===== src/design/mbps_pkg.sv =====
package mbps_pkg;

  // Default sizing of the scanner
  localparam int PATTERN_MAX_DEF = 16;
  localparam int OFFSET_BITS_DEF = 32;

  // Pattern bytes that have a register; higher positions are wildcards
  localparam int PAT_REG_BYTES = 16;
  // Index width able to name any pattern position up to the largest window
  localparam int IDX_W = 7;

  // Transaction queue between front and back
  localparam int QUEUE_DEPTH_DEF = 4;

  // Configuration port
  localparam int CFG_IDX_W  = 3;
  localparam int CFG_DATA_W = 64;

  localparam logic [CFG_IDX_W-1:0] REG_PATTERN_LOW  = 3'd0;
  localparam logic [CFG_IDX_W-1:0] REG_PATTERN_HIGH = 3'd1;
  localparam logic [CFG_IDX_W-1:0] REG_CARE_MASK    = 3'd2;
  localparam logic [CFG_IDX_W-1:0] REG_PATTERN_LEN  = 3'd3;
  localparam logic [CFG_IDX_W-1:0] REG_FIRST_ONLY   = 3'd4;

  // Result kinds
  localparam logic KIND_MATCH = 1'b0;
  localparam logic KIND_END   = 1'b1;

  typedef struct packed {
    logic [63:0] pattern_low;
    logic [63:0] pattern_high;
    logic [15:0] care_mask;
    logic [4:0]  pattern_length;
    logic        first_only;
  } cfg_t;

  // One classified byte: a match result, an end result, or both
  typedef struct packed {
    logic        has_match;
    logic        has_end;
    logic [31:0] offset;
    logic [31:0] count;
  } entry_t;

endpackage


===== src/design/mbps_if.sv =====
interface mbps_in_if;
  logic       valid;
  logic       ready;
  logic [7:0] data_byte;
  logic       end_of_buffer;

  modport source (output valid, output data_byte, output end_of_buffer, input ready);
  modport sink (input valid, input data_byte, input end_of_buffer, output ready);
endinterface

interface mbps_out_if;
  logic        valid;
  logic        ready;
  logic        kind;
  logic [31:0] offset;
  logic [31:0] match_count;
  logic        last;

  modport source (output valid, output kind, output offset, output match_count,
                  output last, input ready);
  modport sink (input valid, input kind, input offset, input match_count,
                input last, output ready);
endinterface


===== src/design/mbps_front.sv =====
module mbps_front #(
  parameter int PATTERN_MAX = mbps_pkg::PATTERN_MAX_DEF,
  parameter int OFFSET_BITS = mbps_pkg::OFFSET_BITS_DEF
) (
  input  logic             clk,
  input  logic             rst_n,
  input  mbps_pkg::cfg_t   cfg,
  mbps_in_if.sink          in_stream,
  input  logic             q_full,
  output logic             q_push,
  output mbps_pkg::entry_t q_entry
);
  import mbps_pkg::*;

  localparam int LEN_W  = $clog2(PATTERN_MAX + 1);
  localparam int WIDE_W = (OFFSET_BITS > 32) ? OFFSET_BITS : 32;

  logic [7:0]             window_r   [PATTERN_MAX];
  logic [7:0]             window_nxt [PATTERN_MAX];
  logic [7:0]             pat_bytes  [PAT_REG_BYTES];
  logic [127:0]           pat_all;
  logic [OFFSET_BITS-1:0] pos_r;
  logic [OFFSET_BITS-1:0] pos_inc;
  logic [OFFSET_BITS-1:0] off_n;
  logic [WIDE_W-1:0]      off_w;
  logic [31:0]            matches_r;
  logic [31:0]            cnt_new;
  logic                   done_r;
  logic [LEN_W-1:0]       len_n;
  logic                   hit;
  logic                   match;
  logic                   accept;
  logic                   eob;

  assign in_stream.ready = !q_full;
  assign accept          = in_stream.valid && in_stream.ready;
  assign eob             = in_stream.end_of_buffer;

  // Split the pattern registers into bytes
  assign pat_all = {cfg.pattern_high, cfg.pattern_low};

  always_comb begin
    for (int k = 0; k < PAT_REG_BYTES; k++) begin
      pat_bytes[k] = pat_all[8*k +: 8];
    end
  end

  // Clamp the pattern length into 1..PATTERN_MAX
  always_comb begin
    if (cfg.pattern_length == 5'd0) begin
      len_n = LEN_W'(1);
    end else if (32'(cfg.pattern_length) > PATTERN_MAX) begin
      len_n = LEN_W'(PATTERN_MAX);
    end else begin
      len_n = LEN_W'(cfg.pattern_length);
    end
  end

  // Shift the new byte into the window
  always_comb begin
    window_nxt[0] = in_stream.data_byte;
    for (int i = 1; i < PATTERN_MAX; i++) begin
      window_nxt[i] = window_r[i-1];
    end
  end

  // Compare each window byte against the pattern byte aligned to it
  always_comb begin
    logic [IDX_W-1:0] j;
    hit = 1'b1;
    j   = '0;
    for (int i = 0; i < PATTERN_MAX; i++) begin
      if (IDX_W'(i) < IDX_W'(len_n)) begin
        j = IDX_W'(len_n) - IDX_W'(i) - IDX_W'(1);
        if (j < IDX_W'(PAT_REG_BYTES)) begin
          if (cfg.care_mask[j[3:0]] && (window_nxt[i] != pat_bytes[j[3:0]])) begin
            hit = 1'b0;
          end
        end
      end
    end
  end

  // Saturating position and count
  assign pos_inc = (pos_r != '1) ? pos_r + OFFSET_BITS'(1) : pos_r;
  assign match   = (pos_inc >= OFFSET_BITS'(len_n)) && !done_r && hit;
  assign cnt_new = (match && (matches_r != '1)) ? matches_r + 32'd1 : matches_r;
  assign off_n   = pos_inc - OFFSET_BITS'(len_n);
  assign off_w   = WIDE_W'(off_n);

  // Hand a transaction to the queue when the byte causes any result
  assign q_push            = accept && (match || eob);
  assign q_entry.has_match = match;
  assign q_entry.has_end   = eob;
  assign q_entry.offset    = off_w[31:0];
  assign q_entry.count     = cnt_new;

  // Advance the scan state; clear it at the end of a buffer
  always_ff @(posedge clk) begin
    if (!rst_n) begin
      pos_r     <= '0;
      matches_r <= '0;
      done_r    <= 1'b0;
    end else if (accept) begin
      if (eob) begin
        pos_r     <= '0;
        matches_r <= '0;
        done_r    <= 1'b0;
      end else begin
        pos_r     <= pos_inc;
        matches_r <= cnt_new;
        done_r    <= done_r || (match && cfg.first_only);
      end
    end
  end

  // Window bytes older than the buffer are never compared
  always_ff @(posedge clk) begin
    if (accept) begin
      window_r <= window_nxt;
    end
  end

endmodule


===== src/design/mbps_queue.sv =====
module mbps_queue #(
  parameter int DEPTH = mbps_pkg::QUEUE_DEPTH_DEF
) (
  input  logic             clk,
  input  logic             rst_n,
  input  logic             push,
  input  mbps_pkg::entry_t push_entry,
  output logic             full,
  input  logic             pop,
  output mbps_pkg::entry_t head,
  output logic             empty
);
  import mbps_pkg::*;

  localparam int PTR_W = (DEPTH > 1) ? $clog2(DEPTH) : 1;
  localparam int CNT_W = $clog2(DEPTH + 1);

  entry_t           mem_r [DEPTH];
  logic [PTR_W-1:0] wr_ptr_r;
  logic [PTR_W-1:0] rd_ptr_r;
  logic [CNT_W-1:0] count_r;
  logic             do_push;
  logic             do_pop;

  assign full    = (count_r == CNT_W'(DEPTH));
  assign empty   = (count_r == '0);
  assign do_push = push && !full;
  assign do_pop  = pop && !empty;
  assign head    = mem_r[rd_ptr_r];

  // Move pointers and the fill count
  always_ff @(posedge clk) begin
    if (!rst_n) begin
      wr_ptr_r <= '0;
      rd_ptr_r <= '0;
      count_r  <= '0;
    end else begin
      if (do_push) begin
        wr_ptr_r <= (wr_ptr_r == PTR_W'(DEPTH - 1)) ? '0 : wr_ptr_r + PTR_W'(1);
      end
      if (do_pop) begin
        rd_ptr_r <= (rd_ptr_r == PTR_W'(DEPTH - 1)) ? '0 : rd_ptr_r + PTR_W'(1);
      end
      if (do_push && !do_pop) begin
        count_r <= count_r + CNT_W'(1);
      end else if (do_pop && !do_push) begin
        count_r <= count_r - CNT_W'(1);
      end
    end
  end

  // Store the pushed transaction
  always_ff @(posedge clk) begin
    if (do_push) begin
      mem_r[wr_ptr_r] <= push_entry;
    end
  end

endmodule


===== src/design/mbps_back.sv =====
module mbps_back (
  input  logic             clk,
  input  logic             rst_n,
  input  logic             q_empty,
  input  mbps_pkg::entry_t q_head,
  output logic             q_pop,
  mbps_out_if.source       out_stream
);
  import mbps_pkg::*;

  logic        out_valid_r, out_valid_nxt;
  logic        kind_r, kind_nxt;
  logic [31:0] offset_r, offset_nxt;
  logic [31:0] count_r, count_nxt;
  logic        last_r, last_nxt;
  logic        pend_r, pend_nxt;
  logic [31:0] pend_count_r, pend_count_nxt;
  logic        slot_free;

  assign slot_free              = !out_valid_r || out_stream.ready;
  assign out_stream.valid       = out_valid_r;
  assign out_stream.kind        = kind_r;
  assign out_stream.offset      = offset_r;
  assign out_stream.match_count = count_r;
  assign out_stream.last        = last_r;

  // Load the output register: an owed end result first, then the queue head
  always_comb begin
    out_valid_nxt  = out_valid_r;
    kind_nxt       = kind_r;
    offset_nxt     = offset_r;
    count_nxt      = count_r;
    last_nxt       = last_r;
    pend_nxt       = pend_r;
    pend_count_nxt = pend_count_r;
    q_pop          = 1'b0;
    if (slot_free) begin
      if (pend_r) begin
        out_valid_nxt = 1'b1;
        kind_nxt      = KIND_END;
        offset_nxt    = '0;
        count_nxt     = pend_count_r;
        last_nxt      = 1'b1;
        pend_nxt      = 1'b0;
      end else if (!q_empty) begin
        q_pop         = 1'b1;
        out_valid_nxt = 1'b1;
        count_nxt     = q_head.count;
        if (q_head.has_match) begin
          kind_nxt       = KIND_MATCH;
          offset_nxt     = q_head.offset;
          last_nxt       = !q_head.has_end;
          pend_nxt       = q_head.has_end;
          pend_count_nxt = q_head.count;
        end else begin
          kind_nxt   = KIND_END;
          offset_nxt = '0;
          last_nxt   = 1'b1;
        end
      end else begin
        out_valid_nxt = 1'b0;
      end
    end
  end

  // Hold control state under reset; payload follows without it
  always_ff @(posedge clk) begin
    if (!rst_n) begin
      out_valid_r <= 1'b0;
      pend_r      <= 1'b0;
    end else begin
      out_valid_r <= out_valid_nxt;
      pend_r      <= pend_nxt;
    end
  end

  always_ff @(posedge clk) begin
    kind_r       <= kind_nxt;
    offset_r     <= offset_nxt;
    count_r      <= count_nxt;
    last_r       <= last_nxt;
    pend_count_r <= pend_count_nxt;
  end

endmodule


===== src/design/masked_byte_pattern_scanner_core.sv =====
// Wildcard byte pattern scanner. Takes one byte per cycle and compares the
// last pattern_length bytes of the current buffer against the configured
// pattern, skipping positions whose care bit is clear. Each match (only the
// first per buffer if first_only is set) yields a result with its start
// offset; the byte marked end_of_buffer yields an end result with the match
// count and restarts the scan. The front stage shifts the window and does
// all byte compares in parallel; input is taken at one byte per cycle while
// the four-entry queue has room. Results go through the queue and the output
// register, leaving at one per cycle while the sink is ready; a matching
// end byte gives a match result, then an end result. Configuration must
// be written only while the block is idle; the block does not enforce it.
module masked_byte_pattern_scanner_core #(
  parameter int PATTERN_MAX = mbps_pkg::PATTERN_MAX_DEF,
  parameter int OFFSET_BITS = mbps_pkg::OFFSET_BITS_DEF
) (
  input  logic                            clk,
  input  logic                            rst_n,
  input  logic                            cfg_we,
  input  logic [mbps_pkg::CFG_IDX_W-1:0]  cfg_index,
  input  logic [mbps_pkg::CFG_DATA_W-1:0] cfg_wdata,
  mbps_in_if.sink                         in_stream,
  mbps_out_if.source                      out_stream
);
  import mbps_pkg::*;

  cfg_t   cfg_r;
  entry_t push_entry;
  entry_t head;
  logic   q_push;
  logic   q_full;
  logic   q_pop;
  logic   q_empty;

  // Write configuration registers; unknown indexes are dropped
  always_ff @(posedge clk) begin
    if (!rst_n) begin
      cfg_r.pattern_low    <= '0;
      cfg_r.pattern_high   <= '0;
      cfg_r.care_mask      <= '0;
      cfg_r.pattern_length <= 5'd1;
      cfg_r.first_only     <= 1'b0;
    end else if (cfg_we) begin
      case (cfg_index)
        REG_PATTERN_LOW:  cfg_r.pattern_low    <= cfg_wdata;
        REG_PATTERN_HIGH: cfg_r.pattern_high   <= cfg_wdata;
        REG_CARE_MASK:    cfg_r.care_mask      <= cfg_wdata[15:0];
        REG_PATTERN_LEN:  cfg_r.pattern_length <= cfg_wdata[4:0];
        REG_FIRST_ONLY:   cfg_r.first_only     <= cfg_wdata[0];
        default: begin
        end
      endcase
    end
  end

  mbps_front #(
    .PATTERN_MAX (PATTERN_MAX),
    .OFFSET_BITS (OFFSET_BITS)
  ) u_front (
    .clk       (clk),
    .rst_n     (rst_n),
    .cfg       (cfg_r),
    .in_stream (in_stream),
    .q_full    (q_full),
    .q_push    (q_push),
    .q_entry   (push_entry)
  );

  mbps_queue u_queue (
    .clk        (clk),
    .rst_n      (rst_n),
    .push       (q_push),
    .push_entry (push_entry),
    .full       (q_full),
    .pop        (q_pop),
    .head       (head),
    .empty      (q_empty)
  );

  mbps_back u_back (
    .clk        (clk),
    .rst_n      (rst_n),
    .q_empty    (q_empty),
    .q_head     (head),
    .q_pop      (q_pop),
    .out_stream (out_stream)
  );

endmodule

===== src/flat_wrapper.sv =====
// flat-port wrapper written by rule: the top's interface ports become plain ports
module masked_byte_pattern_scanner_core_flat import mbps_pkg::*;
#(
  parameter int PATTERN_MAX = mbps_pkg::PATTERN_MAX_DEF,
  parameter int OFFSET_BITS = mbps_pkg::OFFSET_BITS_DEF
)
  (clk, rst_n, cfg_we, cfg_index, cfg_wdata, in_stream_valid, in_stream_data_byte, in_stream_end_of_buffer, in_stream_ready, out_stream_valid, out_stream_kind, out_stream_offset, out_stream_match_count, out_stream_last, out_stream_ready);
  mbps_in_if in_stream_i ();
  mbps_out_if out_stream_i ();
  input  logic clk;
  input  logic rst_n;
  input  logic cfg_we;
  input  logic [mbps_pkg::CFG_IDX_W-1:0] cfg_index;
  input  logic [mbps_pkg::CFG_DATA_W-1:0] cfg_wdata;
  input wire logic [$bits(in_stream_i.valid)-1:0] in_stream_valid;
  input wire logic [$bits(in_stream_i.data_byte)-1:0] in_stream_data_byte;
  input wire logic [$bits(in_stream_i.end_of_buffer)-1:0] in_stream_end_of_buffer;
  output wire logic [$bits(in_stream_i.ready)-1:0] in_stream_ready;
  output wire logic [$bits(out_stream_i.valid)-1:0] out_stream_valid;
  output wire logic [$bits(out_stream_i.kind)-1:0] out_stream_kind;
  output wire logic [$bits(out_stream_i.offset)-1:0] out_stream_offset;
  output wire logic [$bits(out_stream_i.match_count)-1:0] out_stream_match_count;
  output wire logic [$bits(out_stream_i.last)-1:0] out_stream_last;
  input wire logic [$bits(out_stream_i.ready)-1:0] out_stream_ready;
  assign in_stream_i.valid = in_stream_valid;
  assign in_stream_i.data_byte = in_stream_data_byte;
  assign in_stream_i.end_of_buffer = in_stream_end_of_buffer;
  assign in_stream_ready = in_stream_i.ready;
  assign out_stream_valid = out_stream_i.valid;
  assign out_stream_kind = out_stream_i.kind;
  assign out_stream_offset = out_stream_i.offset;
  assign out_stream_match_count = out_stream_i.match_count;
  assign out_stream_last = out_stream_i.last;
  assign out_stream_i.ready = out_stream_ready;
  masked_byte_pattern_scanner_core #(.PATTERN_MAX(PATTERN_MAX), .OFFSET_BITS(OFFSET_BITS)) u_core (.clk(clk), .rst_n(rst_n), .cfg_we(cfg_we), .cfg_index(cfg_index), .cfg_wdata(cfg_wdata), .in_stream(in_stream_i), .out_stream(out_stream_i));
endmodule

===== config.mk =====
export PLATFORM = sky130hd
export DESIGN_NAME = masked_byte_pattern_scanner_core_flat
export DESIGN_NICKNAME = d
export VERILOG_FILES = /design/src/design/mbps_pkg.sv /design/src/design/mbps_if.sv /design/src/design/mbps_front.sv /design/src/design/mbps_queue.sv /design/src/design/mbps_back.sv /design/src/design/masked_byte_pattern_scanner_core.sv /design/src/flat_wrapper.sv
export SDC_FILE = /design/constraint.sdc
export NUM_CORES = 1
export LEC_CHECK = 0
export BUFFER_PORTS_ARGS = -buffer_cell sky130_fd_sc_hd__buf_2
export CORE_AREA = 5 5 287 289
export CTS_BUF_LIST = sky130_fd_sc_hd__clkbuf_2 sky130_fd_sc_hd__clkbuf_4 sky130_fd_sc_hd__clkbuf_8
export CTS_CLUSTER_SIZE = 20
export DETAILED_ROUTE_END_ITERATION = 6
export DIE_AREA = 0 0 292 294
export PLACE_DENSITY = 0.72
export SYNTH_ARGS = -nofsm -noshare
export SYNTH_HDL_FRONTEND = slang
export SYNTH_SLANG_ARGS = --single-unit

===== constraint.sdc =====
create_clock -name clk -period 15.65 [get_ports clk]
set_input_delay 0.7825 -clock clk [delete_from_list [all_inputs] [get_ports clk]]
set_output_delay 0.7825 -clock clk [all_outputs]
set_load 0.01 [all_outputs]

==> run summary, run 1 <==
Crit path cell chain = buf_4 -> nand2b_2 -> inv_2 -> ha_1 -> or3b_2 -> o2111ai_1 -> nor3_2 -> a22oi_1 -> and3_1 -> nor4_1 -> and4_1 -> o221ai_1 -> or4_4 -> nor3_4 -> buf_4 -> o21ai_0 -> nor2_4 -> buf_4
Initial antenna violation count = 4
Clk_lat worst skew = 0.79 ns
Number of global-route vias before repair = 29,300
HPWL after detailed placement = 100 mm
DR WL/cell = 28.8 um
Register area share after synthesis = 48.3%
Clk_skew = 0.0611 ns
Iter 0 DRT Violations = 3,489
Clock Path Buffers = 3
Tmin final = 9.50 ns
Largest net degree at the start of global routing = 109
Worst path bufs/invs = 4
Dominant cell type by area after synthesis = edfxtp_1
Data arrival, critical path = 9.86 ns
Setup TNS = 0 ns
Placed cell area = 40,800 um2
Worst-Margin Slew = 1.51 ns
# setup viols final = 0
Mapped Area = 39,300 um2
Hold Buf Count CTS = 0
Final nets = 3,767
Global-route wire length before repair = 201 mm
CTS tree = yes
Die area = 85,800 um2
Mapped Nets = 3,703
IO Count = 149
Slew Limit Fails = 1
Mux share of post-synthesis cell area = 14.0%
Cell variety after synth = 103
Max FO, Critical Path = 59
Synthesized flop and latch total = 708
Clock sink count = 708
PnR Total Power = 5.37 mW
Die H = 294 um
CP Capture Type = flip-flop
Layout cells sized above 1 = 19.7%
Number of synthesis warnings = 0
Synth Area in Compound Gates = 13.0%
Post-synth EDFFs = 482
HP Class = in -> reg
CP max-delay cell = nor3_2
GP Congestion = 1.07
Failing checks = slew limit
Die X = 292 um
Largest cells by area after synthesis = edfxtp_1, dfxtp_1, mux4_2
Post-Syn Instances = 3,582
Fillers = 6,856
Final Cell Area = 43,200 um2
RSZ-0062 raised after global routing = no
Root Driver = clkbuf_8
Critical path required time = 16.01 ns
Clock slew seen by the registers of the worst setup and hold paths = 0.07 ns
Power density over cell area = 124 nW/um2
Multi-input gate area = 19,100 um2
Share of the synthesized area in the top cell type = 36.8%
Crit Path Class = reg -> reg
Status = finished, violations left
Storage cell area = 19,000 um2
Max-Slew Margin vs Limit = -0.833%
Initial Util = 49.3%
Setup bufs post-CTS = 0
ANT nets after route = 0
Crit path max-delay family = simple AND/OR/NAND/NOR gates
H-Tree Depth = 3
Post-synth top flop = edfxtp_1
Post-synthesis xor/xnor area fraction = 4.29%
DRC = 0
Synthesized area per cell = 11.0 um2
Final Hold Vio Count = 0
FP Rows = 104
Crit path top cell by count = buf_4
Largest family of logic cells by synthesized area = simple AND/OR/NAND/NOR gates
Max Fclk = 105 MHz
MaxCap Viol Count = 0
Final Cycle Share = 60.7%
Area growth syn-to-layout = 10.0%
Port Buffer Count = 148
Reported leakage power = 14.9 nW
Vias per cell = 6.49
Adder and majority cell fraction of the synthesized area = 1.31%
CTS buffer count = 112
Simple-gate portion of the synthesized area = 15.8%
Peak supply drop = 92.2 uV
Startpoint types = flip-flop
Total iterations of the first detailed-routing run = 6
Post-cts sizing count = 0
Crit-path max cell delay = 1.03 ns
Synth async-reset ratio = 0%
Total GRT Usage = 31.3%
Overflow after GRT = 0
Total Routed Length = 139 mm
Core area = 79,600 um2
Via Count = 31,200
kinds of logic (layout without fill, tap and decap cells):
kind of cell,after synthesis,after routing
simple gates,1247,1247
compound gates,770,770
flops,708,708
mux,329,329
buf+inv,300,463
xor+xnor,188,188
fa+ha+maj,40,40
other cells,0,3
power by group:
part | leakage (nW) | internal, mW | switching [mW]
clock network | 1.27 | 0.891 | 0.770
registers | 6.46 | 2.42 | 0.174
logic | 7.15 | 0.457 | 0.658
total | 14.9 | 3.76 | 1.60
synthesized netlist by cell type, types with 85 or more instances:
library cell and count:
mux4_2 171, dfxtp_1 226, nor2_1 154, mux2i_1 98, edfxtp_1 482, a22oi_1 97, o21ai_0 108, nand2_1 505
nand3_1 92, xnor2_1 101, xor2_1 85, nand2b_1 92, a21oi_1 242, clkbuf_1 169
cells in the final DEF, fill, tap and decap left out, types with 18 or more instances in the layout:
| cell | Yosys | routed |
|---|---|---|
| nand2b_1 | 92 | 91 |
| edfxtp_1 | 482 | 482 |
| xnor2_1 | 101 | 99 |
| a22oi_1 | 97 | 97 |
| ha_1 | 38 | 37 |
| nor2_1 | 154 | 150 |
| o211ai_1 | 18 | 18 |
| inv_1 | 38 | 36 |
| nand4_1 | 37 | 37 |
| clkbuf_8 | 0 | 121 |
| or3_1 | 30 | 30 |
| mux2_2 | 60 | 60 |
| mux2i_1 | 98 | 98 |
| dfxtp_1 | 226 | 222 |
| and3_1 | 34 | 34 |
| nand2_1 | 505 | 504 |
| clkbuf_4 | 0 | 40 |
| o221ai_1 | 39 | 39 |
| and3b_1 | 19 | 19 |
| or2_2 | 41 | 41 |
| clkinv_1 | 1 | 19 |
| clkinv_2 | 0 | 19 |
| nand3_1 | 92 | 92 |
| mux4_2 | 171 | 171 |
| nor2b_1 | 45 | 44 |
| nor3_1 | 63 | 62 |
| buf_2 | 47 | 148 |
| a31oi_1 | 21 | 21 |
| a21oi_1 | 242 | 241 |
| o21ai_0 | 108 | 108 |
| nor4_1 | 43 | 42 |
| a211oi_1 | 51 | 50 |
| xor2_1 | 85 | 85 |
| buf_4 | 6 | 58 |
worst register-to-register path: stages (launching register included):
cell,delay (ns)
dfxtp_4,0.67
buf_4,0.68
nand2b_2,0.93
inv_2,0.62
ha_1,0.49
or3b_2,0.24
o2111ai_1,0.28
nor3_2,1.03
a22oi_1,0.26
and3_1,0.25
nor4_1,0.43
and4_1,0.30
o221ai_1,0.13
or4_4,0.47
nor3_4,0.26
buf_4,0.31
o21ai_0,0.32
nor2_4,0.74
buf_4,0.63
stage by stage:
step | setup slack, ns | hold slack [ns] | util, % | instances
final | 6.15 | 0.256 | 54.3 | 4808
after global routing | 5.85 | 0.234 | 54.3 | 4807
after CTS | 6.47 | 0.222 | 54.3 | 4805
after detailed placement | 6.53 | 0.461 | 51.3 | 4592
after global placement | 6.57 | 0.455 | 51.3 | 4592
after floorplan | 7.16 | 0.435 | - | 3582
worst paths after layout:
| path | startpoint | endpoint | slack, ns | cells past startpoint |
|---|---|---|---|---|
| worst max register to register | u_core.cfg_r[5] | u_core.u_queue.mem_r[3][34] | 6.15 | 18 |
| worst min-delay path | in_stream_data_byte[6] | u_core.u_front.window_nxt[118] | 0.26 | 1 |
| worst max-delay path | u_core.cfg_r[5] | u_core.u_queue.mem_r[3][34] | 6.15 | 18 |
| worst min register to register | u_core.u_front.window_nxt[108] | u_core.u_front.window_nxt[100] | 0.44 | 0 |
final cells by class:
cell class / count / area share (%)
well taps: 1060 / 3.07
clock inverters: 52 / 1.02
repair buffers: 206 / 2.72
clock buffers: 161 / 4.55
inverters: 44 / 0.399
flip-flops and latches: 708 / 44.0
multi-input cells: 2574 / 44.3
diodes: 3 / 0.0174
sequential cells by signal, indices dropped and copies added, names as in the netlist, 2 cells and up, named ones only:
register / count
u_core.cfg_r: 150
u_core.u_back.out_stream.match_count: 32
u_core.u_back.out_stream.offset: 32
u_core.u_back.pend_count_r: 32
u_core.u_front.matches_r: 32
u_core.u_front.pos_r: 32
u_core.u_front.window_nxt: 120
u_core.u_queue.count_r: 3
u_core.u_queue.mem_r: 264
u_core.u_queue.rd_ptr_r: 2
u_core.u_queue.wr_ptr_r: 2
metal layers:
| metal | up-vias | global-route usage (%) | share of wire (%) |
|---|---|---|---|
| li1 | 13800 | - | - |
| met1 | 15400 | 39.9 | 38 |
| met2 | 1659 | 48.5 | 45 |
| met3 | 425 | 6.02 | 8.0 |
| met4 | 4 | 22.0 | 9.0 |
| met5 | - | 0 | 0.022 |
Power figures use the tool's default switching activity.
==> run 2, diff against run 1 <==
- ABC_AREA: default -> 1
- CORE_AREA: 5 5 287 289 -> 5 5 288 290
- DIE_AREA: 0 0 292 294 -> 0 0 293 295
- clock period: 15.65 -> 8.8 ns (I/O delays scaled with it)
==> run 2 against run 1 <==
Compared with the run above: the flow finishes with violations (DRC, hold timing); non-clock buffer count grew 49; flip-flop and latch count unchanged; cell count rose by 35%; critical path depth is 7 higher; worst setup slack got worse by 4.4 ns; total power up 110%; worst hold slack worse by 0.26 ns; fmax up 35%; critical path type unchanged; largest cell class is now sequential cells; first-iteration DRC count grew 11%; global-route usage fell by 1.4 points.
==> run summary, run 2 <==
Synthesized flop and latch total = 708 (unchanged)
Max reg flops = 264 (unchanged)
Core area = 80,000 um2 (+0.49%)
RSZ-0062 raised after global routing = no
CTS tree = yes
Final WS setup = 1.78 ns (-4.37 ns)
Max-Slew Margin vs Limit = 29.3% (+30 points)
Post-synth top cells = nand2_1, nand3_1, edfxtp_1, nor2_1, inv_1
Synthesized area per cell = 7.57 um2 (-31%)
HP Class = in -> reg
Register area share after synthesis = 48.0% (-0.34 points)
Final Hold Vio Count = 2 (+2)
Initial antenna violation count = 2 (-2)
IO Count = 149 (unchanged)
Die H = 295 um (+0.34%)
Die X = 293 um (+0.34%)
Commonest non-fill, non-tap cell in the layout = nand2_1
Failing checks = DRC, hold timing
Peak supply drop = 202 uV (+120%)
Crit Path Class = reg -> reg
Setup bufs post-CTS = 0 (unchanged)
Total Routed Length = 133 mm (-4.0%)
Final nets = 5,450 (+45%)
Most frequent cells in the layout = nand2_1, nand3_1, edfxtp_1, nor2_1, inv_1
Slew Limit Fails = 0 (-1)
Mapped Nets = 5,349 (+44%)
# setup viols final = 0 (unchanged)
Top-count cell post-synth = nand2_1
GP Congestion = 1.07 (-0.11%)
Post-Syn Instances = 5,228 (+46%)
Largest cells by area after synthesis = edfxtp_1, nand2_1, dfxtp_1
CTS buffer count = 116 (+3.6%)
DRC = 4 (+4)
Worst-Margin Slew = 1.06 ns (-0.452 ns)
H-Tree Depth = 3 (unchanged)
Final Cycle Share = 79.8% (+19 points)
Startpoint types = flip-flop
Max FO, Critical Path = 162 (+170%)
Post-synth EDFFs = 482 (unchanged)
Place WS = 1.94 ns (-4.58 ns)
Total GRT Usage = 29.9% (-1.4 points)
DR WL/cell = 20.5 um (-29%)
Mapped Area = 39,600 um2 (+0.71%)
Max Fclk = 142 MHz (+35%)
Reported leakage power = 18.6 nW (+25%)
FP Rows = 104 (unchanged)
Setup TNS = 0 ns (unchanged)
Hold Buf Count CTS = 59 (+59)
Status = finished, violations left
Iter 0 DRT Violations = 3,862 (+11%)
Vias per cell = 5.73 (-12%)
Number of synthesis warnings = 0 (unchanged)
Total iterations of the first detailed-routing run = 7 (+1)
Post-synth top flop = edfxtp_1
Clock sink count = 708 (unchanged)
Initial Util = 49.5% (+0.11 points)
Clock Path Buffers = 3 (unchanged)
MaxCap Viol Count = 0 (unchanged)
Clk_lat worst skew = 0.81 ns (+0.02 ns)
Worst hold margin = -0.00402 ns (-0.260 ns)
Share of the synthesized area in the top cell type = 36.6% (-0.26 points)
Via Count = 37,100 (+19%)
Reg-to-reg slack, setup = 1.78 ns (-4.37 ns)
ANT nets after route = 0 (unchanged)
Post-cts sizing count = 0 (unchanged)
CP Capture Type = flip-flop
Clk_skew = 0.0632 ns (+0.00206 ns)
Layout cells sized above 1 = 8.21% (-11 points)
Power density over cell area = 252 nW/um2 (+100%)
Overflow after GRT = 0 (unchanged)
Fillers = 7,480 (+9.1%)
Number of global-route vias before repair = 35,000 (+19%)
Largest net degree at the start of global routing = 163 (+50%)
Root Driver = clkbuf_8
Data arrival, critical path = 7.69 ns (-2.17 ns)
Clock slew seen by the registers of the worst setup and hold paths = 0.07 ns (about the same)
Port Buffer Count = 148 (unchanged)
Global-route wire length before repair = 202 mm (about the same)
Dominant cell type by area after synthesis = edfxtp_1
Tmin final = 7.02 ns (-2.48 ns)
Die area = 86,400 um2 (+0.68%)
Cell variety after synth = 53 (-49%)
Critical path required time = 9.47 ns (-6.54 ns)
HPWL after detailed placement = 93.5 mm (-6.5%)
Synth async-reset ratio = 0% (unchanged)
Area growth syn-to-layout = 11.4%
Most flops, register = u_core.u_queue.mem_r
-- run 2: worst max-delay path, stage by stage, from the launching register on --
cell	delay [ns]
dfxtp_1	0.54
inv_2	0.47
nand2_2	0.14
nand2_4	0.30
buf_12	0.50
nand2_1	0.23
nand2_1	0.19
nand2_1	0.08
nand2_1	0.67
nand2_1	0.14
nand2_2	0.32
o21ai_0	0.15
nor3_1	0.48
nand2_1	0.14
nand2_1	0.08
nor2_1	0.04
nand2_1	0.18
nor2_4	0.05
and2_1	0.26
o21ai_1	0.70
inv_1	0.11
ha_1	0.22
inv_1	0.10
fa_1	0.41
o21ai_0	0.15
a21oi_1	0.05
-- run 2: metrics by stage --
stage | cell area [um2] | cells | hold slack (ns) | total power [mW] | util [%]
floorplan | 39600 | 5228 | 0.424 | 6.92 | -
global placement | 41000 | 6212 | 0.454 | 7.94 | 51.2
detailed placement | 41000 | 6212 | 0.453 | 8.02 | 51.2
CTS | 44100 | 6482 | 0.000354 | 11.1 | 55.1
global route | 44100 | 6483 | 0.0224 | 11.7 | 55.1
finish | 44100 | 6483 | -0.00402 | 11.1 | 55.1
-- run 2: worst paths after layout --
check                           startpoint                            end  cells after the start
max reg2reg                u_core.cfg_r[5]      u_core.u_queue.count_r[1]                     25
max                        u_core.cfg_r[5]      u_core.u_queue.count_r[1]                     25
min reg2reg  u_core.u_front.window_nxt[48]  u_core.u_front.window_nxt[40]                      0
min                          cfg_wdata[34]              u_core.cfg_r[120]                      3
-- run 2: power breakdown --
| part | internal (mW) | switching [mW] | total (mW) |
|---|---|---|---|
| logic | 0.895 | 2.28 | 3.17 |
| clock network | 1.70 | 1.41 | 3.10 |
| registers | 4.53 | 0.308 | 4.84 |
| total | 7.12 | 3.99 | 11.1 |
-- run 2: cells by family (layout without fill, tap and decap cells) --
logic type / after synthesis / after routing / share of synthesized area (%)
simple gates: 3055 / 3055 / 33.0
flops: 708 / 708 / 48.0
compound gates: 666 / 666 / 8.79
buf+inv: 656 / 850 / 6.62
xor+xnor: 100 / 100 / 2.21
fa+ha+maj: 40 / 40 / 1.30
mux: 3 / 3 / 0.0759
other cells: 0 / 1 / 0
-- run 2: cell type report --
cell class	count	area (um2)	share of cell area (%)
flip-flops and latches	708	19000	43.1
inverters	384	1450	3.28
clock buffers	168	2100	4.76
clock inverters	43	422	0.956
multi-input cells	3864	18000	40.9
well taps	1060	1330	3.01
repair buffers	255	1740	3.96
diodes	1	2.50	0.00568
-- run 2: layer usage --
layer / GRT usage, % / vias to the layer above / wire [um]
met5: 0 / - / 0
met4: 22.9 / 0 / 12400
met3: 5.24 / 519 / 11000
met2: 48.9 / 1864 / 60800
met1: 35.3 / 17100 / 48700
li1: - / 17700 / -
